## src/rtl/servo_packet_deframer_assert.svh

```systemverilog
// ----------------------------------------------------------------------------
// Servo packet deframer assertion macros
// Shared assertion forms, clocked on clk and disabled while rst_n is low.
// ----------------------------------------------------------------------------
`ifndef SERVO_PACKET_DEFRAMER_ASSERT_SVH
`define SERVO_PACKET_DEFRAMER_ASSERT_SVH

// Consequent must hold in the same cycle as the antecedent.
`define SPD_ASSERT_SAME(lbl, ante, cons) \
  lbl: assert property (@(posedge clk) disable iff (!rst_n) (ante) |-> (cons)) \
    else $error("spd assertion failed");

// Consequent must hold in the cycle after the antecedent.
`define SPD_ASSERT_NEXT(lbl, ante, cons) \
  lbl: assert property (@(posedge clk) disable iff (!rst_n) (ante) |=> (cons)) \
    else $error("spd assertion failed");

`endif

```

## src/rtl/spd_pkg.sv

```systemverilog
// ----------------------------------------------------------------------------
// Servo packet deframer package
// Types and constants shared by the deframer modules.
// ----------------------------------------------------------------------------
package spd_pkg;

  localparam logic [7:0] SPD_HDR_BYTE = 8'hFF;
  localparam logic [7:0] SPD_MIN_LEN  = 8'd2;

  typedef enum logic [1:0] {
    ST_OK        = 2'd0,
    ST_CSUM_ERR  = 2'd1,
    ST_TOO_SHORT = 2'd2,
    ST_TIMEOUT   = 2'd3
  } spd_status_t;

  typedef enum logic [6:0] {
    PH_HUNT0 = 7'b0000001,
    PH_HUNT1 = 7'b0000010,
    PH_ID    = 7'b0000100,
    PH_LEN   = 7'b0001000,
    PH_ERR   = 7'b0010000,
    PH_DATA  = 7'b0100000,
    PH_CSUM  = 7'b1000000
  } spd_phase_t;

  typedef struct packed {
    logic [7:0] rx_byte;
    logic       timeout_flag;
  } spd_item_t;

  typedef struct packed {
    logic        is_end;
    logic [7:0]  data;
    logic [7:0]  servo_id;
    logic [7:0]  servo_error;
    spd_status_t status;
  } spd_result_t;

endpackage

```

## src/rtl/spd_in_stage.sv

```systemverilog
// ----------------------------------------------------------------------------
// Servo packet deframer input register
// Holds one received beat until the frame logic consumes it.
// ----------------------------------------------------------------------------
module spd_in_stage (
  input  logic               clk,
  input  logic               rst_n,
  input  logic               in_valid,
  output logic               in_ready,
  input  spd_pkg::spd_item_t in_item,
  input  logic               advance,
  output logic               item_vld,
  output spd_pkg::spd_item_t item
);
  import spd_pkg::*;

  logic      vld_r, vld_nxt;
  spd_item_t item_r;
  logic      load;

  // A new beat may enter when the register is empty or is being drained.
  assign in_ready = !vld_r || advance;
  assign load     = in_valid && in_ready;

  always_comb begin
    vld_nxt = vld_r;
    if (load) begin
      vld_nxt = 1'b1;
    end else if (advance) begin
      vld_nxt = 1'b0;
    end
  end

  always_ff @(posedge clk) begin
    if (!rst_n) begin
      vld_r <= 1'b0;
    end else begin
      vld_r <= vld_nxt;
    end
  end

  always_ff @(posedge clk) begin
    if (load) begin
      item_r <= in_item;
    end
  end

  assign item_vld = vld_r;
  assign item     = item_r;

endmodule

```

## src/rtl/spd_frame_fsm.sv

```systemverilog
// ----------------------------------------------------------------------------
// Servo packet deframer frame state machine
// Tracks header, id, length, error, payload and checksum, one byte a step.
// ----------------------------------------------------------------------------
`include "servo_packet_deframer_assert.svh"

module spd_frame_fsm (
  input  logic                 clk,
  input  logic                 rst_n,
  input  logic                 step,
  input  spd_pkg::spd_item_t   item,
  output logic                 res_vld,
  output spd_pkg::spd_result_t res
);
  import spd_pkg::*;

  spd_phase_t phase_r, phase_nxt;
  logic [7:0] frame_id_r, frame_id_nxt;
  logic [7:0] frame_len_r, frame_len_nxt;
  logic [7:0] frame_err_r, frame_err_nxt;
  logic [7:0] sum_r, sum_nxt;
  logic [7:0] left_r, left_nxt;
  logic       emit;
  logic       end_flag;
  logic [7:0] data_out;
  spd_status_t status_out;
  logic [7:0] b;

  assign b = item.rx_byte;

  always_comb begin
    phase_nxt     = phase_r;
    frame_id_nxt  = frame_id_r;
    frame_len_nxt = frame_len_r;
    frame_err_nxt = frame_err_r;
    sum_nxt       = sum_r;
    left_nxt      = left_r;
    emit          = 1'b0;
    end_flag      = 1'b0;
    data_out      = 8'd0;
    status_out    = ST_OK;
    if (item.timeout_flag) begin
      // A timeout only reports once a full header has been seen.
      phase_nxt = PH_HUNT0;
      if (phase_r != PH_HUNT0 && phase_r != PH_HUNT1) begin
        emit       = 1'b1;
        end_flag   = 1'b1;
        status_out = ST_TIMEOUT;
      end
    end else begin
      case (phase_r)
        PH_HUNT1: begin
          if (b == SPD_HDR_BYTE) begin
            phase_nxt     = PH_ID;
            frame_id_nxt  = 8'd0;
            frame_len_nxt = 8'd0;
            frame_err_nxt = 8'd0;
            sum_nxt       = 8'd0;
            left_nxt      = 8'd0;
          end else begin
            phase_nxt = PH_HUNT0;
          end
        end
        PH_ID: begin
          frame_id_nxt = b;
          sum_nxt      = b;
          phase_nxt    = PH_LEN;
        end
        PH_LEN: begin
          frame_len_nxt = b;
          sum_nxt       = sum_r + b;
          phase_nxt     = PH_ERR;
        end
        PH_ERR: begin
          frame_err_nxt = b;
          sum_nxt       = sum_r + b;
          left_nxt      = frame_len_r - SPD_MIN_LEN;
          if (frame_len_r < SPD_MIN_LEN) begin
            phase_nxt  = PH_HUNT0;
            emit       = 1'b1;
            end_flag   = 1'b1;
            status_out = ST_TOO_SHORT;
          end else if (frame_len_r == SPD_MIN_LEN) begin
            phase_nxt = PH_CSUM;
          end else begin
            phase_nxt = PH_DATA;
          end
        end
        PH_DATA: begin
          sum_nxt  = sum_r + b;
          left_nxt = left_r - 8'd1;
          if (left_r == 8'd1) begin
            phase_nxt = PH_CSUM;
          end
          emit     = 1'b1;
          data_out = b;
        end
        PH_CSUM: begin
          phase_nxt  = PH_HUNT0;
          emit       = 1'b1;
          end_flag   = 1'b1;
          status_out = (~sum_r == b) ? ST_OK : ST_CSUM_ERR;
        end
        default: begin
          phase_nxt = (b == SPD_HDR_BYTE) ? PH_HUNT1 : PH_HUNT0;
        end
      endcase
    end
  end

  // The id and error fields reflect the bytes taken in this same step.
  always_comb begin
    res.is_end      = end_flag;
    res.data        = data_out;
    res.servo_id    = frame_id_nxt;
    res.servo_error = frame_err_nxt;
    res.status      = status_out;
  end

  assign res_vld = step && emit;

  always_ff @(posedge clk) begin
    if (!rst_n) begin
      phase_r <= PH_HUNT0;
    end else if (step) begin
      phase_r <= phase_nxt;
    end
  end

  always_ff @(posedge clk) begin
    if (step) begin
      frame_id_r  <= frame_id_nxt;
      frame_len_r <= frame_len_nxt;
      frame_err_r <= frame_err_nxt;
      sum_r       <= sum_nxt;
      left_r      <= left_nxt;
    end
  end

  `SPD_ASSERT_SAME(a_phase_onehot, 1'b1, $onehot(phase_r))
  `SPD_ASSERT_SAME(a_data_left_nonzero, phase_r == PH_DATA, left_r != 8'd0)
  `SPD_ASSERT_NEXT(a_timeout_hunts, step && item.timeout_flag, phase_r == PH_HUNT0)
  `SPD_ASSERT_SAME(a_payload_status_ok, res_vld && !res.is_end, res.status == ST_OK)

endmodule

```

## src/rtl/spd_out_stage.sv

```systemverilog
// ----------------------------------------------------------------------------
// Servo packet deframer result register
// Holds one result beat until the downstream side takes it.
// ----------------------------------------------------------------------------
`include "servo_packet_deframer_assert.svh"

module spd_out_stage (
  input  logic                 clk,
  input  logic                 rst_n,
  input  logic                 load,
  input  spd_pkg::spd_result_t res,
  output logic                 space,
  output logic                 out_valid,
  input  logic                 out_ready,
  output spd_pkg::spd_result_t out_res
);
  import spd_pkg::*;

  logic        vld_r, vld_nxt;
  spd_result_t res_r;

  // Room for a new result when empty or when the held beat leaves now.
  assign space = !vld_r || out_ready;

  always_comb begin
    vld_nxt = vld_r;
    if (load) begin
      vld_nxt = 1'b1;
    end else if (out_ready) begin
      vld_nxt = 1'b0;
    end
  end

  always_ff @(posedge clk) begin
    if (!rst_n) begin
      vld_r <= 1'b0;
    end else begin
      vld_r <= vld_nxt;
    end
  end

  always_ff @(posedge clk) begin
    if (load) begin
      res_r <= res;
    end
  end

  assign out_valid = vld_r;
  assign out_res   = res_r;

  `SPD_ASSERT_SAME(a_load_has_room, load, !vld_r || out_ready)
  `SPD_ASSERT_NEXT(a_load_shows, load, vld_r)
  `SPD_ASSERT_NEXT(a_drain_empties, vld_r && out_ready && !load, !vld_r)

endmodule

```

## src/rtl/servo_packet_deframer.sv

```systemverilog
// ----------------------------------------------------------------------------
// Servo packet deframer
// Splits a received byte stream into servo frames, payload and status beats.
// ----------------------------------------------------------------------------
// Accepts one received byte per clock cycle and returns at most one result
// beat for it: a registered input stage feeds the frame state machine,
// whose one-byte update of phase, captured header fields and running
// checksum is a single short add and compare, and the result lands in an
// output register. The byte rate is set by that one-byte update; the input
// only stalls when the output register is full and not being taken.
// Payload bytes come out with is_end low; the frame end beat carries the
// status (ok, checksum mismatch, length too short or timeout abort).
module servo_packet_deframer (
  input  logic       clk,
  input  logic       rst_n,
  input  logic       in_valid,
  output logic       in_ready,
  input  logic [7:0] in_rx_byte,
  input  logic       in_timeout_flag,
  output logic       out_valid,
  input  logic       out_ready,
  output logic       out_is_end,
  output logic [7:0] out_data,
  output logic [7:0] out_servo_id,
  output logic [7:0] out_servo_error,
  output logic [1:0] out_status
);
  import spd_pkg::*;

  spd_item_t   in_item;
  spd_item_t   item;
  logic        item_vld;
  logic        advance;
  logic        space;
  logic        res_vld;
  spd_result_t res;
  spd_result_t out_res;

  assign in_item.rx_byte      = in_rx_byte;
  assign in_item.timeout_flag = in_timeout_flag;

  // A held beat steps the frame logic only when a result could be stored.
  assign advance = item_vld && space;

  spd_in_stage u_in (
    .clk      (clk),
    .rst_n    (rst_n),
    .in_valid (in_valid),
    .in_ready (in_ready),
    .in_item  (in_item),
    .advance  (advance),
    .item_vld (item_vld),
    .item     (item)
  );

  spd_frame_fsm u_fsm (
    .clk     (clk),
    .rst_n   (rst_n),
    .step    (advance),
    .item    (item),
    .res_vld (res_vld),
    .res     (res)
  );

  spd_out_stage u_out (
    .clk       (clk),
    .rst_n     (rst_n),
    .load      (res_vld),
    .res       (res),
    .space     (space),
    .out_valid (out_valid),
    .out_ready (out_ready),
    .out_res   (out_res)
  );

  assign out_is_end      = out_res.is_end;
  assign out_data        = out_res.data;
  assign out_servo_id    = out_res.servo_id;
  assign out_servo_error = out_res.servo_error;
  assign out_status      = out_res.status;

endmodule

```

## config.mk

```make
export PLATFORM = sky130hd
export DESIGN_NAME = servo_packet_deframer
export DESIGN_NICKNAME = d
export VERILOG_FILES = /design/src/rtl/spd_pkg.sv /design/src/rtl/spd_in_stage.sv /design/src/rtl/spd_frame_fsm.sv /design/src/rtl/spd_out_stage.sv /design/src/rtl/servo_packet_deframer.sv
export VERILOG_INCLUDE_DIRS = /design/src /design/src/rtl
export SDC_FILE = /design/constraint.sdc
export NUM_CORES = 1
export LEC_CHECK = 0
export BUFFER_PORTS_ARGS = -buffer_cell sky130_fd_sc_hd__buf_2
export CORE_UTILIZATION = 63
export DETAILED_ROUTE_END_ITERATION = 16
export PLACE_DENSITY = 0.87
export SYNTH_ARGS = -nofsm -noshare
export SYNTH_HDL_FRONTEND = slang
export SYNTH_SLANG_ARGS = --single-unit
export TNS_END_PERCENT = 10
```

## constraint.sdc

```tcl
create_clock -name clk -period 5.06 [get_ports clk]
set_input_delay 1.265 -clock clk [delete_from_list [all_inputs] [get_ports clk]]
set_output_delay 1.265 -clock clk [all_outputs]
set_load 0.005 [all_outputs]
```

==> results of run 1 <==
-- cell families after synthesis --
group                    Yosys count
adder cells (fa/ha/maj)           11
flip-flops                        85
XOR/XNOR                          19
buffers and inverters             17
AND/OR/NAND/NOR                   98
AO/OA/AOI/OAI                     67
-- state kept, by name, indices dropped and copies added (netlist names) --
name and flops:
u_out.out_res 27, u_out.out_valid 1, u_fsm.frame_err_r 8, u_fsm.frame_id_r 8, u_in.item 9, u_fsm.left_r 8
u_fsm.frame_len_r 8, u_in.item_vld 1, u_fsm.sum_r 8, u_fsm.phase_r 7
-- worst max-delay path by stage --
| stage | depth (start not counted) | slack, ns | end |
|---|---|---|---|
| floorplan | 3 | 1.76 | u_fsm.left_r[0]$_DFFE_PP_ |
| CTS | 4 | 2.02 | in_ready |
| global route | 4 | 1.95 | in_ready |
| finish | 4 | 2.02 | in_ready |
| detailed placement | 7 | 1.79 | u_fsm.phase_r[1]$_SDFFE_PN0P_ |
| global placement | 7 | 1.92 | u_fsm.phase_r[1]$_SDFFE_PN0P_ |
-- placed cells by master (no fill, tap or decap), types with 4 or more instances in the layout --
| master | synthesis | routed |
|---|---|---|
| a21boi_1 | 6 | 6 |
| a21o_1 | 6 | 6 |
| a21oi_1 | 7 | 6 |
| a22o_1 | 23 | 23 |
| and2_1 | 18 | 18 |
| buf_2 | 0 | 41 |
| clkbuf_8 | 0 | 9 |
| dfxtp_1 | 9 | 9 |
| edfxtp_1 | 76 | 76 |
| ha_1 | 10 | 10 |
| inv_1 | 8 | 8 |
| nand2_1 | 18 | 18 |
| nand3_1 | 6 | 6 |
| nand4_1 | 5 | 5 |
| nand4b_1 | 4 | 4 |
| nor2_1 | 15 | 15 |
| nor3_1 | 5 | 5 |
| nor4_1 | 5 | 5 |
| o211ai_1 | 4 | 4 |
| o22ai_1 | 8 | 8 |
| or3_1 | 4 | 4 |
| xnor2_1 | 12 | 12 |
| xor2_1 | 7 | 7 |
-- routing by layer --
metal	global-route usage	up-vias	wire length (um)	share of wire
li1	-	1246	-	-
met1	0.329	1320	3320	0.42
met2	0.418	131	3970	0.50
met3	0.0843	16	578	0.072
met4	0.109	0	123	0.015
met5	0	-	0	0
-- tightest hold or removal path, cell delays in order (launching register included) --
cell      delay (ns)
dfxtp_1         0.36
nand2_1         0.07
a21boi_1        0.05
-- stage by stage --
step / cell area [um^2] / utilization / power, mW / setup WS (ns) / hold slack, ns
3_5_place_dp: 4220 / 0.704 / 0.848 / 1.79 / 0.517
6_report: 4430 / 0.740 / 1.34 / 2.02 / 0.528
4_1_cts: 4430 / 0.740 / 1.34 / 2.02 / 0.528
3_3_place_gp: 4220 / 0.704 / 0.845 / 1.92 / 0.505
2_1_floorplan: 3940 / - / 0.830 / 1.76 / 0.487
5_1_grt: 4430 / 0.740 / 1.38 / 1.95 / 0.568
-- power by group through the flow --
stage | sequential (mW) | combinational (mW) | clock, mW
floorplan | 0.787 | 0.0431 | 0
global placement | 0.797 | 0.0484 | 0
detailed placement | 0.797 | 0.0507 | 0
CTS | 0.781 | 0.0511 | 0.510
global route | 0.783 | 0.0572 | 0.536
finish | 0.782 | 0.0516 | 0.507
-- final cells by class --
type / instances / area, um^2 / area share
Clock inverter: 7 / 86.3 / 0.0195
Tap cell: 75 / 93.8 / 0.0212
Timing Repair Buffer: 44 / 228 / 0.0514
Inverter: 8 / 30.0 / 0.00678
Multi-Input combinational cell: 195 / 1410 / 0.317
Sequential cell: 85 / 2460 / 0.556
Clock buffer: 9 / 124 / 0.0280
==> run metrics, run 1 <==
Antenna Nets Post-Route=0; most common cell in the netlist=edfxtp_1; r2r endpoint=u_fsm.frame_len_r[3]$_SDFFCE_PP0P_; Layout Area Growth over Synthesis=12.4%; Die ar.=6580 um^2; Clock power frac=0.378; sequential element share of the synthesized area=0.625; Remaining DRCs=0; share of Yosys cell area claimed by the top area cell type=0.579; top_reg_cell synth=edfxtp_1; status=complete, no violations; Port-buffer cells=between 40 and 50; layout cell share with drive strength beyond 1=0.193; row cnt=28; number of flops mapped to enable cells by yosys=between 70 and 80; Worst slew margin=0.200; CP max FO=3; fin cells=~420; post-CTS sizing=0; syn_area_per_cell=~13 um^2; Synth Cell Area=3940 um^2; filler cell count=369; vias in the first global route=2523; top cells by area, synth=edfxtp_1, a22o_1, dfxtp_1, ha_1, and2_1; Post-DP HPWL=5490 um; Startpoint Class=input pin; RSZ-0062 raised after global routing=false; sw frac=0.235; gr usage total=0.262; cell area power density=302 nW/um^2; Critical Path End Type=output pin; Num CTS Buffers=9; maximum clock rate=0.329 GHz; critical path class=in2out; MaxCap Viol Count=0; # setup viols final=0; synthesis-stage register bit count=85; Synth Area in Adders=0.0368; hold path start=u_fsm.phase_r[1]$_SDFFE_PN0P_; Via density=6.41; TritonCTS clock tree=yes; Reg2Reg Setup Slack=~2.3 ns; complex-gate fraction of the synthesized area=0.129; most used cell, CP=buf_2; Critical Path RT=3.80 ns; Slew Limit Fails=0; cts hold-fix bufs=0; internal power=1.03 mW; Die H=81.1 um; Gate power share=0.038; min-delay worst type=reg2reg; largest net degree at the start of global routing=27; synth warn=0; Post-Syn Nets=~320; DIE WIDTH=81.1 um; clk_skew=around 0.017 ns; Synth cell types=46; Reg power frac=0.584; WHS Endpoint=u_fsm.phase_r[1]$_SDFFE_PN0P_; Worst-Skew Late Latency=around 0.37 ns; initial drt markers=176; commonest cells in the netlist=edfxtp_1, a22o_1, and2_1, nand2_1, nor2_1; CTS root buf=clkbuf_8; worst hold stages=2; mux share of post-synthesis cell area=0; Sink Count=85; fin crit share=0.600; crit path from=out_ready; Hold Violations, Final=0; cell chain of the critical path=buf_2 -> nor2b_1 -> nand2_1 -> buf_2; vias after detailed routing=2713; Post-CTS Setup Bufs=0; I/O Pins=42; CTS clk-pin slew, worst paths=0.08 ns; post-synth top area cell=edfxtp_1; Critical Path AT=1.77 ns; drt wl/cell=~19 um; TNS Setup=0 ns; slowest CP cell=nor2b_1; Placer Congestion=around 0.9; DP Cell Count=407; worst r2r path cells=4; Buf/Inv on CP=2; Net Switching=314 uW; Least-Margin Pin Slew=1.19 ns; Initial Util=0.658; n_diodes=0; maximum buffer depth of the clock tree=2; post-route minimum period=roughly 3 ns; Worst R2R Start=u_fsm.phase_r[4]$_SDFFE_PN0P_; Pleak=1.46 nW; CORE AREA=5990 um^2; simple-gate portion of the synthesized area=0.148; peak supply drop=roughly 0.24 mV; first-pass GRT wire length=12300 um; Total Nets Final=367; final WL=7990 um; initial antenna violation count=0; Detailed Routing Iterations Pass 1=7; main combinational cell family by area after synthesis=simple AND/OR/NAND/NOR gates; H-tree depth=3; FFs w/ async S/R, synth=0; family with the most delay on the worst path=simple AND/OR/NAND/NOR gates; GRT Residual Overflow=0; slowest stage delay, CP=0.19 ns; Synth Area in XOR/XNOR=0.0422; Cells after Synth=between 200 and 300
Note: power is estimated with default switching activity, not from simulation.
==> inputs of run 2 (changes only) <==
- CORE_UTILIZATION: 63 -> 58
- PLACE_DENSITY: 0.87 -> 0.81
- clock period: 5.06 -> 3.2 ns (I/O delays scaled with it)
==> run metrics, run 2 (same netlist as run 1, synthesis figures left out) <==
status=finished, violations left; violated checks=design-rule violations; vias after detailed routing=roughly 2700; cell chain of the critical path=nor4_2 -> nand3_1 -> o31ai_2 -> nor4b_1 -> a311oi_1; maximum buffer depth of the clock tree=2; CTS root buf=clkbuf_8; DIE WIDTH=84.4 um; TNS Setup=0 ns; Slew Limit Fails=0; Num CTS Buffers=9; most frequent cells in the layout=edfxtp_1, buf_2, a22o_1, nand2_1, and2_1; Total Nets Final=371; vias in the first global route=between 2000 and 3000; CTS clk-pin slew, worst paths=0.08 ns; filler cell count=482; row cnt=29; initial drt markers=around 170; post-route minimum period=between 2 and 2.5 ns; slowest stage delay, CP=0.78 ns; initial antenna violation count=0; clk_skew=0.00910 ns; Least-Margin Pin Slew=0.788 ns; Port-buffer cells=41; Via density=6.20; Buf/Inv on CP=0; Startpoint Class=flip-flop; family with the most delay on the worst path=compound AO/OA/AOI/OAI gates; first-pass GRT wire length=13000 um; I/O Pins=42; Hold Violations, Final=0; critical path class=reg2reg; Worst slew margin=0.473; n_diodes=0; Critical Path End Type=flip-flop; Post-DP HPWL=5410 um; CORE AREA=about 6500 um^2; largest net degree at the start of global routing=28; max reg flops=27; fin crit share=0.739; Critical Path RT=3.48 ns; gr usage total=0.242; TritonCTS clock tree=yes; commonest non-fill, non-tap cell in the layout=edfxtp_1; Pleak=roughly 1.5 nW; Sink Count=85; WHS Endpoint=u_fsm.phase_r[1]$_SDFFE_PN0P_; Detailed Routing Iterations Pass 1=11; layout cell share with drive strength beyond 1=0.199; Die ar.=7130 um^2; RSZ-0062 raised after global routing=false; Worst R2R Start=u_fsm.phase_r[0]$_SDFFE_PN1P_; r2r endpoint=u_fsm.phase_r[0]$_SDFFE_PN1P_; hold path start=u_fsm.phase_r[1]$_SDFFE_PN0P_; GRT Residual Overflow=0; # setup viols final=0; Reg2Reg Setup Slack=about 0.84 ns; worst hold stages=2; Post-CTS Setup Bufs=0; peak supply drop=0.529 mV; Die H=84.4 um; MaxCap Viol Count=0; drt wl/cell=roughly 19 um; Placer Congestion=0.958; Antenna Nets Post-Route=0; final WL=7960 um; cell area power density=483 nW/um^2; worst r2r path cells=5; Layout Area Growth over Synthesis=13.5%; Worst-Skew Late Latency=roughly 0.36 ns; Remaining DRCs=6; Critical Path AT=between 2 and 3 ns; min-delay worst type=reg2reg; post-CTS sizing=0; maximum clock rate=0.423 GHz; Power Total=2.16 mW; CP max FO=12; slowest CP cell=o31ai_2; cts hold-fix bufs=0; H-tree depth=3; Initial Util=0.610
==> run 2: per-stage QoR <==
stage	cells	worst slack (ns)	util	area (um^2)	hold slack (ns)
after global routing	429	0.595	0.693	4470	0.547
final	429	0.837	0.693	4470	0.532
after global placement	413	0.906	0.658	4250	0.509
after CTS	429	0.847	0.693	4470	0.531
after floorplan	297	0.0253	-	3940	0.487
after detailed placement	413	0.873	0.658	4250	0.522
==> run 2: worst min-delay path, stage by stage, from the launching register on <==
cell	delay (ns)
dfxtp_1	0.36
nand2_1	0.07
a21boi_1	0.05
==> run 2: where the power goes <==
part,internal (mW),switching (mW),leakage [nW]
combinational,0.0353,0.0483,0.740
clock,0.444,0.398,0.108
sequential,1.21,0.0292,0.638
==> run 2: layout make-up <==
type,count,area (um^2),share of cell area
Clock inverter,7,97.6,0.0218
Clock buffer,9,124,0.0277
Sequential cell,85,2460,0.550
Tap cell,77,96.3,0.0215
Timing Repair Buffer,48,258,0.0576
Inverter,8,30.0,0.00671
Multi-Input combinational cell,195,1410,0.314
==> run 2: worst max-delay path by stage <==
stage	start	endpoint	slack, ns	depth (start not counted)
floorplan	u_fsm.frame_len_r[4]$_SDFFCE_PP0P_	u_out.out_res[0]$_DFFE_PP_	0.03	4
global placement	u_fsm.phase_r[0]$_SDFFE_PN1P_	u_out.out_res[3]$_DFFE_PP_	0.91	5
detailed placement	u_fsm.left_r[4]$_DFFE_PP_	u_fsm.phase_r[1]$_SDFFE_PN0P_	0.87	5
CTS	u_fsm.left_r[4]$_DFFE_PP_	u_fsm.phase_r[1]$_SDFFE_PN0P_	0.85	5
global route	u_fsm.phase_r[0]$_SDFFE_PN1P_	u_fsm.phase_r[0]$_SDFFE_PN1P_	0.60	5
finish	u_fsm.phase_r[0]$_SDFFE_PN1P_	u_fsm.phase_r[0]$_SDFFE_PN1P_	0.84	5
==> run 2: per-layer routing <==
metal / share of wire / vias up / GRT usage
met5: 0 / - / 0
met4: 0.016 / 0 / 0.0955
met3: 0.055 / 14 / 0.0492
met2: 0.51 / 107 / 0.405
met1: 0.42 / 1281 / 0.315
li1: - / 1257 / -
==> inputs of run 3 (changes only) <==
- ABC_AREA: unset -> 1
- CORE_UTILIZATION: 58 -> 59
- PLACE_DENSITY: 0.81 -> 0.82
- clock period: 3.2 -> 2.45 ns (I/O delays scaled with it)
==> run metrics, run 3 <==
r2r endpoint=u_out.out_res[24]$_SDFFCE_PN0P_; post-route minimum period=between 2 and 2.5 ns; Post-DP HPWL=roughly 6200 um; vias in the first global route=slightly below 3000; slowest CP cell=dfxtp_1; Layout Area Growth over Synthesis=13.5%; worst hold stages=1; final hold slack=0.411 ns; # setup viols final=0; cts hold-fix bufs=0; peak supply drop=0.363 mV; row cnt=29; placed instance area=4400 um^2; post-CTS sizing=0; MaxCap Viol Count=0; Antenna Nets Post-Route=0; Pleak=slightly below 2 nW; synth warn=0; Synth cell types=34; Remaining DRCs=5; Via density=5.62; Cells after Synth=406; main combinational cell family by area after synthesis=simple AND/OR/NAND/NOR gates; syn_area_per_cell=between 9 and 10 um^2; top cells by area, synth=edfxtp_1, nand2_1, inv_1, nor2_1, dfxtp_1; final WL=between 8000 and 9000 um; share of Yosys cell area claimed by the top area cell type=0.562; Initial Util=0.625; Worst-Skew Late Latency=around 0.37 ns; Least-Margin Pin Slew=0.603 ns; Die H=84.9 um; DIE WIDTH=around 85 um; fin crit share=0.837; mux share of post-synthesis cell area=0; filler cell count=roughly 480; Placer Congestion=approximately 0.93; most frequent cells in the layout=nand2_1, edfxtp_1, inv_1, nor2_1, buf_2; CORE AREA=6490 um^2; Post-CTS Setup Bufs=0; GRT Residual Overflow=0; synthesis-stage register bit count=85; RSZ-0062 raised after global routing=false; drt wl/cell=approximately 16 um; Worst R2R Start=u_fsm.phase_r[2]$_SDFFE_PN0P_; Total Nets Final=487; Port-buffer cells=41; Worst slew margin=0.594; initial drt markers=255; Post-Syn Nets=430; initial antenna violation count=0; Slew Limit Fails=0; commonest cells in the netlist=edfxtp_1, nand2_1, inv_1; Critical Path RT=2.49 ns; first-pass GRT wire length=14100 um; sequential element share of the synthesized area=0.607; layout cell share with drive strength beyond 1=0.169; Detailed Routing Iterations Pass 1=11; max reg flops=27; Die ar.=~7200 um^2; Num CTS Buffers=9; n_diodes=0; worst r2r path cells=8; maximum buffer depth of the clock tree=2; TritonCTS clock tree=yes; clk_skew=0.00932 ns; Hold Violations, Final=0; H-tree depth=3; Synth Area in Adders=0.0358; simple-gate portion of the synthesized area=0.192; CTS clk-pin slew, worst paths=0.09 ns; Critical Path AT=2.09 ns; top_reg_cell synth=edfxtp_1; Finished Cell Area=4610 um^2; Startpoint Class=flip-flop; post-synth top area cell=edfxtp_1; cell area power density=just over 600 nW/um^2; I/O Pins=42; Synth Cell Area=4060 um^2; maximum clock rate=roughly 0.5 GHz; slowest stage delay, CP=0.36 ns; crit path capture=u_out.out_res[24]$_SDFFCE_PN0P_; Synth Area in XOR/XNOR=0.0108; CTS root buf=clkbuf_8; gr usage total=0.259; crit path from=u_fsm.phase_r[2]$_SDFFE_PN0P_; violated checks=design-rule violations; Critical Path End Type=flip-flop; status=finished, violations left; TNS Setup=0 ns; complex-gate fraction of the synthesized area=0.0977; CP max FO=27; min-delay worst type=in2reg; Reg2Reg Setup Slack=0.40 ns; number of flops mapped to enable cells by yosys=76; vias after detailed routing=roughly 3100; Sink Count=85; critical path class=reg2reg; FFs w/ async S/R, synth=0; largest net degree at the start of global routing=28; cell chain of the critical path=nor2_2 -> nand2_4 -> nor2_2 -> nand2_1 -> nand3_1 -> nand3_1 -> inv_1 -> buf_4
[run 3: report_power, final]
group	internal (mW)	switching, mW
clock network	0.493	0.550
logic	0.0605	0.122
registers	1.61	0.0236
total	2.17	0.696
[run 3: how the worst min path moves through the flow]
stage                                       start                            end  slack (ns)
detailed placement  u_fsm.phase_r[4]$_SDFFE_PN0P_  u_fsm.phase_r[4]$_SDFFE_PN0P_        0.49
finish                              in_rx_byte[0]         u_in.item[1]$_DFFE_PP_        0.41
CTS                                 in_rx_byte[0]         u_in.item[1]$_DFFE_PP_        0.41
floorplan           u_fsm.phase_r[4]$_SDFFE_PN0P_  u_fsm.phase_r[4]$_SDFFE_PN0P_        0.47
global route                        in_rx_byte[0]         u_in.item[1]$_DFFE_PP_        0.41
global placement    u_fsm.phase_r[4]$_SDFFE_PN0P_  u_fsm.phase_r[4]$_SDFFE_PN0P_        0.49
[run 3: worst max-delay path: cells and delay by family, from the launching register on]
kind	cells	cell delay, ns
buf+inv	2	0.39
flops	1	0.36
simple gates	6	0.95
[run 3: layout make-up]
type | instances | area, um^2 | share of cell area
inverters | 60 | 228 | 0.0494
well taps | 77 | 96.3 | 0.0209
repair buffers | 47 | 250 | 0.0543
clock inverters | 6 | 77.6 | 0.0168
multi-input cells | 260 | 1360 | 0.296
flip-flops and latches | 85 | 2460 | 0.535
clock buffers | 10 | 128 | 0.0277
[run 3: cell families (layout without fill, tap and decap cells)]
logic type / after synthesis / after routing
simple gates: 175 / 175
compound gates: 69 / 69
flops: 85 / 85
xor+xnor: 5 / 5
fa+ha+maj: 11 / 11
buf+inv: 61 / 123
[run 3: layer usage]
layer | vias up | global-route usage | part of all wire
met2 | 135 | 0.418 | 0.48
met4 | 0 | 0.0894 | 0.016
met1 | 1414 | 0.346 | 0.43
li1 | 1502 | - | -
met3 | 13 | 0.0642 | 0.075
met5 | - | 0 | 0
[run 3: stage by stage]
stage,std cells,setup WS (ns),utilization,power (mW)
6_report,545,0.399,0.709,2.86
5_1_grt,545,0.264,0.709,2.95
4_1_cts,545,0.424,0.709,2.87
3_5_place_dp,529,0.416,0.678,1.85
3_3_place_gp,529,0.511,0.678,1.84
2_1_floorplan,406,0.142,-,1.78
